`config.mk`:
```
export PLATFORM = sky130hd
export DESIGN_NAME = hdlc_bit_stuffing_framer
export DESIGN_NICKNAME = d
export VERILOG_FILES = /design/src/sv/hdlc_pkg.sv /design/src/sv/hdlc_bit_stuffing_framer.sv /design/src/sv/hdlc_front.sv /design/src/sv/hdlc_queue.sv /design/src/sv/hdlc_back.sv
export SDC_FILE = /design/constraint.sdc
export NUM_CORES = 1
export LEC_CHECK = 0
export BUFFER_PORTS_ARGS = -buffer_cell sky130_fd_sc_hd__buf_2
export CAP_MARGIN = 15
export CORE_AREA = 2 2 112 114
export CTS_BUF_LIST = sky130_fd_sc_hd__clkbuf_16
export DETAILED_ROUTE_END_ITERATION = 8
export DIE_AREA = 0 0 114 116
export GPL_TIMING_DRIVEN = 0
export SYNTH_ARGS = -nofsm -noshare
export SYNTH_HDL_FRONTEND = slang
export SYNTH_SLANG_ARGS = --single-unit
```
`constraint.sdc`:
```
create_clock -name clk -period 6.6 [get_ports clk]
set_input_delay 1.98 -clock clk [delete_from_list [all_inputs] [get_ports clk]]
set_output_delay 1.98 -clock clk [all_outputs]
set_load 0.02 [all_outputs]
```
`src/sv/hdlc_pkg.sv`:
```
// Shared types, constants and the FCS byte update for the HDLC framer.
// No dependencies; every other file of the framer imports this package.
`timescale 1ns / 1ps
`default_nettype none

package hdlc_pkg;

  // Configuration register indexes.
  localparam logic REG_FLAG  = 1'b0;
  localparam logic REG_STUFF = 1'b1;

  // Word kinds on the input side.
  localparam logic KIND_DATA  = 1'b0;
  localparam logic KIND_CLOSE = 1'b1;

  // Register reset values.
  localparam logic [7:0] FLAG_RESET  = 8'h7E;
  localparam logic [2:0] STUFF_RESET = 3'd5;

  // FCS: reflected 0x1021 polynomial, init 0xFFFF.
  localparam logic [15:0] CRC_INIT = 16'hFFFF;
  localparam logic [15:0] CRC_POLY = 16'h8408;

  // Most line bits one input word may produce.
  localparam int MAX_RESULTS = 64;

  // Entries in the queue between front and back.
  localparam int QUEUE_DEPTH = 2;

  // One classified word on its way from the front to the back.
  typedef struct packed {
    logic        pre;      // send the preamble first
    logic        close;    // payload is the FCS, closing flag follows
    logic [15:0] payload;  // data byte in the low bits, or the FCS
  } hdlc_item_t;

  // Configuration seen by the serializer.
  typedef struct packed {
    logic [7:0] flag;
    logic [2:0] stuff_run;
  } hdlc_cfg_t;

  // One byte through the FCS register, LSB first.
  function automatic logic [15:0] crc_byte(input logic [15:0] crc, input logic [7:0] octet);
    logic [15:0] c;
    c = crc ^ {8'h00, octet};
    for (int i = 0; i < 8; i++) begin
      c = c[0] ? ((c >> 1) ^ CRC_POLY) : (c >> 1);
    end
    return c;
  endfunction

endpackage

`default_nettype wire

```
`src/sv/hdlc_bit_stuffing_framer.sv`:
```
// Channel   | Dir | Signals                          | Word
// in_       | in  | tvalid tready tdata[7:0] tuser   | one packet byte or a close
// out_      | out | tvalid tready tdata[7:0] tlast tuser | one line bit
// cfg_      | in  | wr_en index wr_data[7:0]         | register write
//
// A data byte produces 8 to 16 line bits, one per unstalled cycle; the first of a
// packet adds the preamble (RAMP_BITS + TRAINING_BITS + 8 bits). A close
// produces 24 to 40 bits. The serializer sets the rate: one bit per cycle unless the output stalls.
// A two-entry queue lets the front take bytes while the serializer works.
// Reset is synchronous and active low; no clearing pass is needed.
// A stall on the output holds the serializer, then the queue, then in_tready.
// Top level of the HDLC framer; uses hdlc_pkg, hdlc_front, hdlc_queue, hdlc_back.
`timescale 1ns / 1ps
`default_nettype none

module hdlc_bit_stuffing_framer
  import hdlc_pkg::*;
#(
  parameter int RAMP_BITS     = 8,
  parameter int TRAINING_BITS = 24
) (
  input  wire logic       clk,
  input  wire logic       rst_n,
  input  wire logic       in_tvalid,
  output logic            in_tready,
  input  wire logic [7:0] in_tdata,   // [7:0] data_byte
  input  wire logic [0:0] in_tuser,   // [0] kind
  output logic            out_tvalid,
  input  wire logic       out_tready,
  output logic [7:0]      out_tdata,  // [0] line_bit, [7:1] zero
  output logic            out_tlast,  // run_last
  output logic [0:0]      out_tuser,  // [0] packet_end
  input  wire logic       cfg_wr_en,
  input  wire logic       cfg_index,
  input  wire logic [7:0] cfg_wr_data
);

  hdlc_cfg_t  cfg_r;
  hdlc_item_t f_item, q_item;
  logic       q_push, q_full, q_valid, q_pop;
  logic       front_in_pkt, back_busy;
  logic       line_bit;

  // Configuration registers.
  always_ff @(posedge clk) begin
    if (!rst_n) begin
      cfg_r.flag      <= FLAG_RESET;
      cfg_r.stuff_run <= STUFF_RESET;
    end else if (cfg_wr_en) begin
      case (cfg_index)
        REG_FLAG:  cfg_r.flag      <= cfg_wr_data;
        REG_STUFF: cfg_r.stuff_run <= cfg_wr_data[2:0];
        default:   cfg_r           <= cfg_r;
      endcase
    end
  end

  hdlc_front u_front (
    .clk          (clk),
    .rst_n        (rst_n),
    .in_tvalid    (in_tvalid),
    .in_tready    (in_tready),
    .in_data_byte (in_tdata),
    .in_kind      (in_tuser[0]),
    .q_full       (q_full),
    .q_push       (q_push),
    .q_item       (f_item),
    .in_pkt       (front_in_pkt)
  );

  hdlc_queue u_queue (
    .clk       (clk),
    .rst_n     (rst_n),
    .push      (q_push),
    .push_item (f_item),
    .full      (q_full),
    .valid     (q_valid),
    .pop       (q_pop),
    .pop_item  (q_item)
  );

  hdlc_back #(
    .RAMP_BITS     (RAMP_BITS),
    .TRAINING_BITS (TRAINING_BITS)
  ) u_back (
    .clk        (clk),
    .rst_n      (rst_n),
    .cfg        (cfg_r),
    .q_valid    (q_valid),
    .q_item     (q_item),
    .q_pop      (q_pop),
    .busy       (back_busy),
    .out_tvalid (out_tvalid),
    .out_tready (out_tready),
    .out_bit    (line_bit),
    .out_last   (out_tlast),
    .out_end    (out_tuser[0])
  );

  assign out_tdata = {7'b0, line_bit};

  // The closing flag's final bit always ends its word.
  a_end_is_last: assert property (@(posedge clk) disable iff (!rst_n)
    out_tvalid && out_tuser[0] |-> out_tlast)
    else $error("packet end without word end");

  // A close leaves the front outside a packet.
  a_close_ends_pkt: assert property (@(posedge clk) disable iff (!rst_n)
    in_tvalid && in_tready && (in_tuser[0] == KIND_CLOSE) |=> !front_in_pkt)
    else $error("close did not end packet");

  // An idle serializer picks up a waiting item at once.
  a_idle_pickup: assert property (@(posedge clk) disable iff (!rst_n)
    q_valid && !back_busy |=> back_busy)
    else $error("serializer missed a queued item");

endmodule

`default_nettype wire

```
`src/sv/hdlc_front.sv`:
```
// Front end of the HDLC framer: accepts input words, tracks packet state
// and the running FCS, and pushes classified items. Uses hdlc_pkg.
`timescale 1ns / 1ps
`default_nettype none

module hdlc_front
  import hdlc_pkg::*;
(
  input  wire logic       clk,
  input  wire logic       rst_n,
  input  wire logic       in_tvalid,
  output logic            in_tready,
  input  wire logic [7:0] in_data_byte,
  input  wire logic       in_kind,
  input  wire logic       q_full,
  output logic            q_push,
  output hdlc_item_t      q_item,
  output logic            in_pkt
);

  logic [15:0] crc_r, crc_nxt;
  logic        in_pkt_r, in_pkt_nxt;
  logic [15:0] crc_base;

  assign in_tready = !q_full;
  assign q_push    = in_tvalid && in_tready;
  assign in_pkt    = in_pkt_r;

  // A new packet restarts the FCS before its first byte.
  assign crc_base = in_pkt_r ? crc_r : CRC_INIT;

  // Classify the word and advance the FCS.
  always_comb begin
    q_item.pre     = !in_pkt_r;
    q_item.close   = (in_kind == KIND_CLOSE);
    q_item.payload = {8'h00, in_data_byte};
    crc_nxt        = crc_r;
    in_pkt_nxt     = in_pkt_r;
    if (in_kind == KIND_CLOSE) begin
      q_item.payload = ~crc_base;
      if (q_push) begin
        crc_nxt    = CRC_INIT;
        in_pkt_nxt = 1'b0;
      end
    end else if (q_push) begin
      crc_nxt    = crc_byte(crc_base, in_data_byte);
      in_pkt_nxt = 1'b1;
    end
  end

  always_ff @(posedge clk) begin
    if (!rst_n) begin
      crc_r    <= CRC_INIT;
      in_pkt_r <= 1'b0;
    end else begin
      crc_r    <= crc_nxt;
      in_pkt_r <= in_pkt_nxt;
    end
  end

endmodule

`default_nettype wire

```
`src/sv/hdlc_queue.sv`:
```
// Two-entry queue that decouples the HDLC front end from the serializer.
// Uses hdlc_pkg for the item type and depth.
`timescale 1ns / 1ps
`default_nettype none

module hdlc_queue
  import hdlc_pkg::*;
(
  input  wire logic       clk,
  input  wire logic       rst_n,
  input  wire logic       push,
  input  wire hdlc_item_t push_item,
  output logic            full,
  output logic            valid,
  input  wire logic       pop,
  output hdlc_item_t      pop_item
);

  localparam int PtrW = $clog2(QUEUE_DEPTH);
  localparam int CntW = $clog2(QUEUE_DEPTH + 1);

  hdlc_item_t            mem_r [QUEUE_DEPTH];
  logic [PtrW-1:0]       wr_ptr_r, rd_ptr_r;
  logic [CntW-1:0]       count_r;

  assign full     = (count_r == CntW'(QUEUE_DEPTH));
  assign valid    = (count_r != '0);
  assign pop_item = mem_r[rd_ptr_r];

  // Storage is written without reset.
  always_ff @(posedge clk) begin
    if (push) begin
      mem_r[wr_ptr_r] <= push_item;
    end
  end

  // Pointers and fill count.
  always_ff @(posedge clk) begin
    if (!rst_n) begin
      wr_ptr_r <= '0;
      rd_ptr_r <= '0;
      count_r  <= '0;
    end else begin
      if (push) begin
        wr_ptr_r <= (wr_ptr_r == PtrW'(QUEUE_DEPTH - 1)) ? '0 : wr_ptr_r + 1'b1;
      end
      if (pop) begin
        rd_ptr_r <= (rd_ptr_r == PtrW'(QUEUE_DEPTH - 1)) ? '0 : rd_ptr_r + 1'b1;
      end
      if (push && !pop) begin
        count_r <= count_r + 1'b1;
      end else if (pop && !push) begin
        count_r <= count_r - 1'b1;
      end
    end
  end

endmodule

`default_nettype wire

```
`src/sv/hdlc_back.sv`:
```
// Serializer of the HDLC framer: preamble, stuffed payload, closing flag,
// one line bit per cycle, unless the output stalls, into an output register. Uses hdlc_pkg.
`timescale 1ns / 1ps
`default_nettype none

module hdlc_back
  import hdlc_pkg::*;
#(
  parameter int RAMP_BITS     = 8,
  parameter int TRAINING_BITS = 24
) (
  input  wire logic       clk,
  input  wire logic       rst_n,
  input  wire hdlc_cfg_t  cfg,
  input  wire logic       q_valid,
  input  wire hdlc_item_t q_item,
  output logic            q_pop,
  output logic            busy,
  output logic            out_tvalid,
  input  wire logic       out_tready,
  output logic            out_bit,
  output logic            out_last,
  output logic            out_end
);

  localparam int CntMax = (TRAINING_BITS > 16) ? TRAINING_BITS : 16;
  localparam int CntW   = $clog2(CntMax + 1);
  localparam int OcntW  = $clog2(MAX_RESULTS);

  typedef enum logic [2:0] {
    PH_RAMP,
    PH_TRAIN,
    PH_OPEN,
    PH_DATA,
    PH_CLOSE
  } phase_t;

  phase_t            ph_r, ph_nxt, ph_start;
  logic [CntW-1:0]   cnt_r, cnt_nxt;
  logic [2:0]        ones_r, ones_nxt, ones_upd;
  logic              pend_r, pend_nxt;
  logic              busy_r;
  logic              trunc_r;
  logic [OcntW-1:0]  ocnt_r;
  hdlc_item_t        item_r;
  logic              out_vld_r, out_bit_r, out_last_r, out_end_r;

  logic step, push, bit_v, nat_last, end_v, data_bit, cap_last;

  assign busy       = busy_r;
  assign out_tvalid = out_vld_r;
  assign out_bit    = out_bit_r;
  assign out_last   = out_last_r;
  assign out_end    = out_end_r;

  // Advance whenever the output register is free or being drained.
  assign step     = busy_r && (!out_vld_r || out_tready);
  assign push     = step && !trunc_r;
  assign cap_last = (ocnt_r == OcntW'(MAX_RESULTS - 1));
  assign q_pop    = q_valid && (!busy_r || (step && nat_last));
  assign data_bit = item_r.payload[cnt_r[3:0]];
  assign ones_upd = data_bit ? ((ones_r == 3'd7) ? 3'd7 : ones_r + 3'd1) : 3'd0;

  always_comb begin
    if (!q_item.pre) begin
      ph_start = PH_DATA;
    end else if (RAMP_BITS > 0) begin
      ph_start = PH_RAMP;
    end else begin
      ph_start = PH_TRAIN;
    end
  end

  // One line bit per step; steps past MAX_RESULTS bits of a word emit nothing.
  always_comb begin
    ph_nxt   = ph_r;
    cnt_nxt  = cnt_r + 1'b1;
    ones_nxt = ones_r;
    pend_nxt = pend_r;
    bit_v    = 1'b0;
    nat_last = 1'b0;
    end_v    = 1'b0;
    case (ph_r)
      PH_RAMP: begin
        bit_v = 1'b1;
        if (cnt_r == CntW'(RAMP_BITS - 1)) begin
          ph_nxt  = PH_TRAIN;
          cnt_nxt = '0;
        end
      end
      PH_TRAIN: begin
        bit_v = cnt_r[0];
        if (cnt_r == CntW'(TRAINING_BITS - 1)) begin
          ph_nxt  = PH_OPEN;
          cnt_nxt = '0;
        end
      end
      PH_OPEN: begin
        bit_v = cfg.flag[cnt_r[2:0]];
        if (cnt_r == CntW'(7)) begin
          ph_nxt   = PH_DATA;
          cnt_nxt  = '0;
          ones_nxt = 3'd0;
          pend_nxt = 1'b0;
        end
      end
      PH_DATA: begin
        if (pend_r) begin
          // Inserted zero once the ones count has reached the stuff length.
          bit_v    = 1'b0;
          pend_nxt = 1'b0;
          ones_nxt = 3'd0;
          cnt_nxt  = cnt_r;
          if (cnt_r == (item_r.close ? CntW'(16) : CntW'(8))) begin
            if (item_r.close) begin
              ph_nxt  = PH_CLOSE;
              cnt_nxt = '0;
            end else begin
              nat_last = 1'b1;
            end
          end
        end else begin
          bit_v = data_bit;
          if (ones_upd == cfg.stuff_run) begin
            pend_nxt = 1'b1;
            ones_nxt = 3'd0;
          end else begin
            ones_nxt = ones_upd;
            if (cnt_r == (item_r.close ? CntW'(15) : CntW'(7))) begin
              if (item_r.close) begin
                ph_nxt  = PH_CLOSE;
                cnt_nxt = '0;
              end else begin
                nat_last = 1'b1;
              end
            end
          end
        end
      end
      PH_CLOSE: begin
        bit_v = cfg.flag[cnt_r[2:0]];
        if (cnt_r == CntW'(7)) begin
          nat_last = 1'b1;
          end_v    = 1'b1;
          ones_nxt = 3'd0;
        end
      end
      default: begin
        nat_last = 1'b1;
      end
    endcase
  end

  // Sequencer state and output register.
  always_ff @(posedge clk) begin
    if (!rst_n) begin
      ph_r      <= PH_DATA;
      cnt_r     <= '0;
      ones_r    <= 3'd0;
      pend_r    <= 1'b0;
      busy_r    <= 1'b0;
      trunc_r   <= 1'b0;
      ocnt_r    <= '0;
      out_vld_r <= 1'b0;
    end else begin
      if (step) begin
        ones_r <= ones_nxt;
      end
      if (q_pop) begin
        item_r  <= q_item;
        ph_r    <= ph_start;
        cnt_r   <= '0;
        pend_r  <= 1'b0;
        trunc_r <= 1'b0;
        ocnt_r  <= '0;
        busy_r  <= 1'b1;
      end else if (step) begin
        ph_r   <= ph_nxt;
        cnt_r  <= cnt_nxt;
        pend_r <= pend_nxt;
        if (push) begin
          ocnt_r <= ocnt_r + 1'b1;
          if (cap_last) begin
            trunc_r <= 1'b1;
          end
        end
        if (nat_last) begin
          busy_r <= 1'b0;
        end
      end
      if (push) begin
        out_vld_r  <= 1'b1;
        out_bit_r  <= bit_v;
        out_last_r <= nat_last || cap_last;
        out_end_r  <= end_v;
      end else if (out_tready) begin
        out_vld_r <= 1'b0;
      end
    end
  end

endmodule

`default_nettype wire

```
==> impl_results.md, run 1 <==
* Cells after DPL at between 600 and 700
* Worst-path clk slew at 70 ps
* Initial Util at between 40 and 50%
* Area delta synth->final at 11.9%
* Hold buffers post-CTS at 0
* Synth warn at 0
* Max Clock Skew at about 7.8 ps
* Nets@finish at ~560
* Antenna-violating nets left at 0
* Clock sinks at 110
* Kind of critical path: input pin to register
* Cell mode on critical path: o21ai_0
* Area contributors post-synth: edfxtp_1 32%, dfxtp_1 21%, mux2_2 5.8%
* Core area at ~12000 um2
* Startpoint Class: input pin
* Postcts setup bufs at 0
* Routed wire length at roughly 11 mm
* Worst-Margin Slew at a little over 900 ps
* Status: complete, no violations
* Syn Area/Cell at 10.8 um2
* Setup TNS Final at 0 ps
* Fmax at ~280 MHz
* Fin crit share at 53.7%
* Sequential area share after synthesis at a little over half
* Worst path max stage delay at between 300 and 400 ps
* Tightest Hold Check Type: register to register
* Post-Place Setup Slack at 2700 ps
* Hpwl dp at approximately 8 mm
* Yosys reg bits at 110
* Post-Syn Area at approximately 5300 um2
* Final Hold Vio Count at 0
* Worst path arrival time at 3810 ps
* H-tree Lvls at 3
* Fin crit period at 3540 ps
* Total GRT Usage at 17.5%
* Drt wl/cell at about 15 um
* Number of vias per cell at between 5 and 6
* Layout cells sized above 1 at between 20% and 30%
* Post-synth top area cell: edfxtp_1
* Total I/O pin count at 35
* CP Buf/Inv Count at 2
* Crit end category: register
* Top delay family on crit path: simple AND/OR/NAND/NOR gates
* Largest net degree at the start of global routing at 19
* Commonest cells post-synth: 66 x nand2_1, 56 x edfxtp_1, 54 x dfxtp_1, 39 x nor2_1, 28 x xnor2_1
* Final-report setup violation count at 0
* Die Wd at approximately 110 um
* Port bufs at 27
* Post-route insts no fill at around 690
* Number of fill cells at roughly 1.1k
* DRT iter0 DRCs at approximately 190
* Power Density at ~340 nW/um2
* First-pass GRT wire length at approximately 18 mm
* DRT Pass-1 Iters at 4
* RSZ-0062 raised after global routing: no
* Global route overflow at 0
* GP Congestion at ~0.86
* Final worst setup slack at 3060 ps
* Distinct cells, synth at 67
* CP required at ~7000 ps
* Synth async-reset ratio at 0%
* Initial antenna violation count at 0
* Ys flop type: edfxtp_1
* Critical path, cell by cell: buf_2 -> nor2b_1 -> o21ai_0 -> o21ai_0 -> o21a_1 -> buf_4 -> ha_1 -> or3_1 -> a21oi_1
* CTS tree: yes
* Most common cell in the netlist: nand2_1
* Root Buffer: clkbuf_16
* Remaining DRCs at 0
* Cts bufs inserted at 9
* Crit-path max FO at 6
* Via count at ~3.6k
* Vias in the first global route at roughly 3.6k
* Area of the die at around 13000 um2
* Slew HR at 39.3%
* Die height at between 100 and 150 um
* Peak supply drop at between 0.15 and 0.2 mV
* Hold Slack at 460 ps
* Worst path slowest cell: nor2b_1
* Clock Tree Buf Depth at 2
* Leakage at 2.11 nW
* Synthesized instance count at a little under 500
* EDFF count, synth at 56
* Yosys top cell area share at approximately a third
* Max-Cap Viols at 0
* Row cnt at 40
* Antenna cell count at 0
* Fin. max-slew vios at 0
* # resized after CTS at 0
* Worst skew pair latency at around 350 ps
## metal layers
metal | GRT usage [%] | share of wire, %
met5 | 0 | 0
met4 | 8.05 | 3.0
met3 | 5.07 | 5.6
met2 | 29.6 | 48
met1 | 20.9 | 43
## layout by cell type, fill, tap and decap left out, types with 3 or more instances in the layout
cell / Yosys / routed
ha_1: 5 / 5
o211ai_1: 4 / 4
nor3_1: 5 / 5
clkbuf_16: 0 / 9
nand3_1: 14 / 14
mux2_2: 27 / 27
nand2b_1: 13 / 13
nor2_1: 39 / 38
a31oi_1: 3 / 3
xor2_1: 8 / 8
xnor2_1: 28 / 28
conb_1: 1 / 7
a21oi_1: 11 / 11
buf_1: 3 / 3
buf_2: 2 / 29
a21oi_2: 3 / 3
buf_6: 3 / 3
nand4_1: 5 / 5
buf_4: 10 / 11
nor2_2: 7 / 8
dfxtp_1: 54 / 54
o22ai_1: 13 / 13
inv_1: 11 / 12
o21ai_0: 13 / 13
clkbuf_1: 12 / 12
nand2_1: 66 / 66
nor2b_1: 5 / 5
or3_1: 5 / 5
mux2i_1: 9 / 9
edfxtp_1: 56 / 56
## worst paths after layout
| path | from | to | slack, ps | cells after the start |
|---|---|---|---|---|
| setup / recovery | out_tready | u_queue.count_r[1] | 3060 | 9 |
| hold / removal | cfg_r[3] | cfg_r[3] | 460 | 2 |
| setup reg to reg | u_back.cnt_r[0] | u_queue.count_r[1] | 3270 | 11 |
| hold reg to reg | cfg_r[3] | cfg_r[3] | 460 | 2 |
## flip-flops by register name, indices dropped and copies added (netlist names), 2 cells and up, named ones only
signal,count
cfg_r,11
u_back.cnt_r,5
u_back.item_r,17
u_back.ocnt_r,6
u_back.ones_r,3
u_back.ph_r,3
u_front.crc_r,16
u_queue.count_r,2
u_queue.mem_r,36
## power by group
group | internal [W] | switching [W]
Clock | 0.000258 | 0.000246
Combinational | 0.000243 | 0.000351
Sequential | 0.000847 | 0.0000503
Total | 0.00135 | 0.000647
## cell families after synthesis
kind of cell    synth area share (%)
compound gates                  10.6
simple gates                    16.5
flops                           52.5
fa+ha+maj                       1.57
mux                             8.56
other cells                   0.0713
xor+xnor                        5.99
buf+inv                         4.19
## area by class of cell
| type | instances | area (um2) | area share, % |
|---|---|---|---|
| Sequential cell | 110 | 2760 | 46.9 |
| Multi-Input combinational cell | 343 | 2300 | 39.1 |
| Clock buffer | 9 | 225 | 3.83 |
| Tap cell | 147 | 184 | 3.12 |
| Buffer | 30 | 175 | 2.98 |
| Timing Repair Buffer | 28 | 143 | 2.42 |
| Clock inverter | 7 | 50.0 | 0.850 |
| Inverter | 12 | 45.0 | 0.765 |
## stage by stage
stage	cell area [um2]	util (%)	power [W]
finish	5890	49.4	0.00200
global placement	5600	47.0	0.00149
floorplan	5280	-	0.00136
CTS	5890	49.4	0.00201
global route	5890	49.4	0.00212
detailed placement	5610	47.1	0.00151
## worst reg2reg max path, cell delays in order (launching register included)
cell,delay (ps)
dfxtp_1,460
buf_6,210
mux2i_1,240
a31oi_2,170
and3_2,250
o211a_1,260
a2111oi_4,550
o21a_1,200
buf_4,150
ha_1,270
or3_1,350
a21oi_1,150
Note: power is estimated with default switching activity, not from simulation.
==> run 2: changes to the inputs <==
- clock period: 6.6 -> 2.9 ns (I/O delays scaled with it)
==> run 2 against run 1 <==
- combinational power increased to 2.7 times the previous value
- cell area grew 5.5%
- global-route usage up 0.57 points
- first-iteration DRC count is 0.52% higher
- final cell count is 2.2% higher
- critical endpoint unchanged
- largest cell class unchanged
- largest power group unchanged
==> impl_results.md, run 2 (same netlist as run 1, synthesis figures left out) <==
* Most common cell after layout, fill and taps aside: nand2_1
* Final-report setup violation count at 0 (unchanged)
* Antenna-violating nets left at 0 (unchanged)
* Initial antenna violation count at 0 (unchanged)
* Clock Tree Buf Depth at 2 (unchanged)
* Core area at 11900 um2 (unchanged)
* Overall Power at 0.00485 W (+140%)
* Startpoint Class: register
* Area occupied by multi-input gates at 2440 um2 (+5.8%)
* Number of vias per cell at 5.30 (+1.4%)
* Drt wl/cell at 16.1 um (+4.4%)
* DRT iter0 DRCs at 194 (+0.52%)
* Peak supply drop at 0.337 mV (+120%)
* Worst-path clk slew at 70 ps (about the same)
* Tightest Hold Check Type: register to register
* Critical path, cell by cell: buf_12 -> clkinv_4 -> ha_4 -> nor2b_4 -> a31oi_1 -> or4_4 -> or3_4 -> o21a_1 -> buf_6 -> ha_4 -> xor2_2 -> or3_1 -> a21oi_2
* Power Density at 781 nW/um2 (+130%)
* Fin crit period at around 2800 ps
* Max-Cap Viols at 0 (unchanged)
* Status: complete, no violations
* Cells after DPL at 670 (unchanged)
* Biggest regs: u_queue.mem_r (36), u_back.item_r (17), u_front.crc_r (16)
* Clock sinks at 110 (unchanged)
* Total GRT Usage at 18.1% (+0.57 points)
* Fin crit share at between 90% and 100%
* Layout cells sized above 1 at 27.8% (+6.6 points)
* Cts bufs inserted at 9 (unchanged)
* Flop-to-flop setup slack at 60 ps (-3210 ps)
* Hpwl dp at 7.99 mm (+1.3%)
* Via count at 3716 (+3.6%)
* Worst path max stage delay at 520 ps (+160 ps)
* Hold Slack at 465 ps (+5.12 ps)
* DRT Pass-1 Iters at 4 (unchanged)
* Total I/O pin count at 35 (unchanged)
* Antenna cell count at 0 (unchanged)
* Post-route insts no fill at 701 (+2.2%)
* Max reg flops at 36 (unchanged)
* Biggest register: u_queue.mem_r
* Most frequent cells in the layout: 66 x nand2_1, 56 x edfxtp_1, 52 x dfxtp_1
* Worst path arrival time at 3130 ps (-680 ps)
* Nets@finish at 577 (+2.7%)
* Kind of critical path: register to register
* Crit-path max FO at 4 (-2)
* H-tree Lvls at 3 (unchanged)
* First-pass GRT wire length at 18.6 mm (+3.9%)
* Port bufs at 27 (unchanged)
* Die Wd at 114 um (unchanged)
* Global route overflow at 0 (unchanged)
* Cell mode on critical path: ha_4
* Max Clock Skew at 9.15 ps (+1.35 ps)
* Crit end category: register
* Largest net degree at the start of global routing at 20 (+1)
* Final Core Density at 52.2% (+2.7 points)
* Setup TNS Final at 0 ps (unchanged)
* GP Congestion at 0.856 (-0.34%)
* Row cnt at 40 (unchanged)
* Worst skew pair latency at 350 ps (about the same)
* Register Area at 2770 um2 (+0.18%)
* RSZ-0062 raised after global routing: yes
* Area delta synth->final at 18.1%
* Fmax at around 350 MHz
* Final Hold Vio Count at 0 (unchanged)
* Worst path slowest cell: or4_4
* CP required at 3180 ps (-3690 ps)
* Die height at 116 um (unchanged)
* Area of the die at 13200 um2 (unchanged)
* Hold buffers post-CTS at 0 (unchanged)
* Remaining DRCs at 0 (unchanged)
* Number of fill cells at 1079 (-1.9%)
* Routed wire length at 11.3 mm (+6.7%)
* CTS tree: yes
* Slew HR at 40.1% (+0.87 points)
* Initial Util at 44.2% (unchanged)
* Fin. max-slew vios at 0 (unchanged)
* Worst-Margin Slew at 898 ps (-12.0 ps)
* Leakage at 2.22 nW (+5.6%)
* Root Buffer: clkbuf_16
* Vias in the first global route at 3809 (+5.5%)
## run 2: routing by layer
layer  global-route usage (%)  wire [um]  vias up  share of wire (%)
met2                     32.3       5690       66                 50
li1                         -          -     1847                  -
met4                     7.24        278        0                2.5
met5                        0          0        -                  0
met3                     3.29        320       22                2.8
met1                     21.7       5020     1781                 44
## run 2: cell type report
cell class | instances | share of cell area (%)
multi-input cells | 343 | 39.2
inverters | 12 | 0.806
repair buffers | 44 | 4.67
clock inverters | 7 | 0.967
clock buffers | 9 | 3.63
flip-flops and latches | 110 | 44.6
well taps | 147 | 2.96
plain buffers | 29 | 3.20
## run 2: path summary, 6_finish.rpt
| kind | from | endpoint | depth (start not counted) |
|---|---|---|---|
| min | cfg_r[3] | cfg_r[3] | 2 |
| max | u_back.cnt_r[0] | u_queue.count_r[1] | 13 |
| min reg2reg | cfg_r[3] | cfg_r[3] | 2 |
| max reg2reg | u_back.cnt_r[0] | u_queue.count_r[1] | 13 |
## run 2: what timing repair did
| item | 4_1_cts | 5_1_grt |
|---|---|---|
| setup endpoints to repair | 19 | 18 |
| resized for setup | 21 | 19 |
| setup buffers | 14 | 2 |
| pin swaps | 7 | 9 |
## run 2: worst max-delay path: cells and delay by family, from the launching register on
kind	cells	cell delay (ps)
simple gates	4	1310
flops	1	380
compound gates	3	380
buf+inv	3	300
fa+ha+maj	2	260
xor+xnor	1	140
## run 2: power by group
group / internal (W) / leakage (nW) / switching (W)
Combinational: 0.000720 / 1.11 / 0.000896
Sequential: 0.00193 / 0.972 / 0.000124
Clock: 0.000595 / 0.144 / 0.000584
Total: 0.00325 / 2.22 / 0.00160
## run 2: metrics by stage
step / worst slack (ps) / cell area [um2]
4_1_cts: -34.1 / 6090
3_5_place_dp: -455 / 5630
2_1_floorplan: -5.81 / 5290
5_1_grt: -41.1 / 6210
6_report: 56.6 / 6210
3_3_place_gp: -427 / 5610
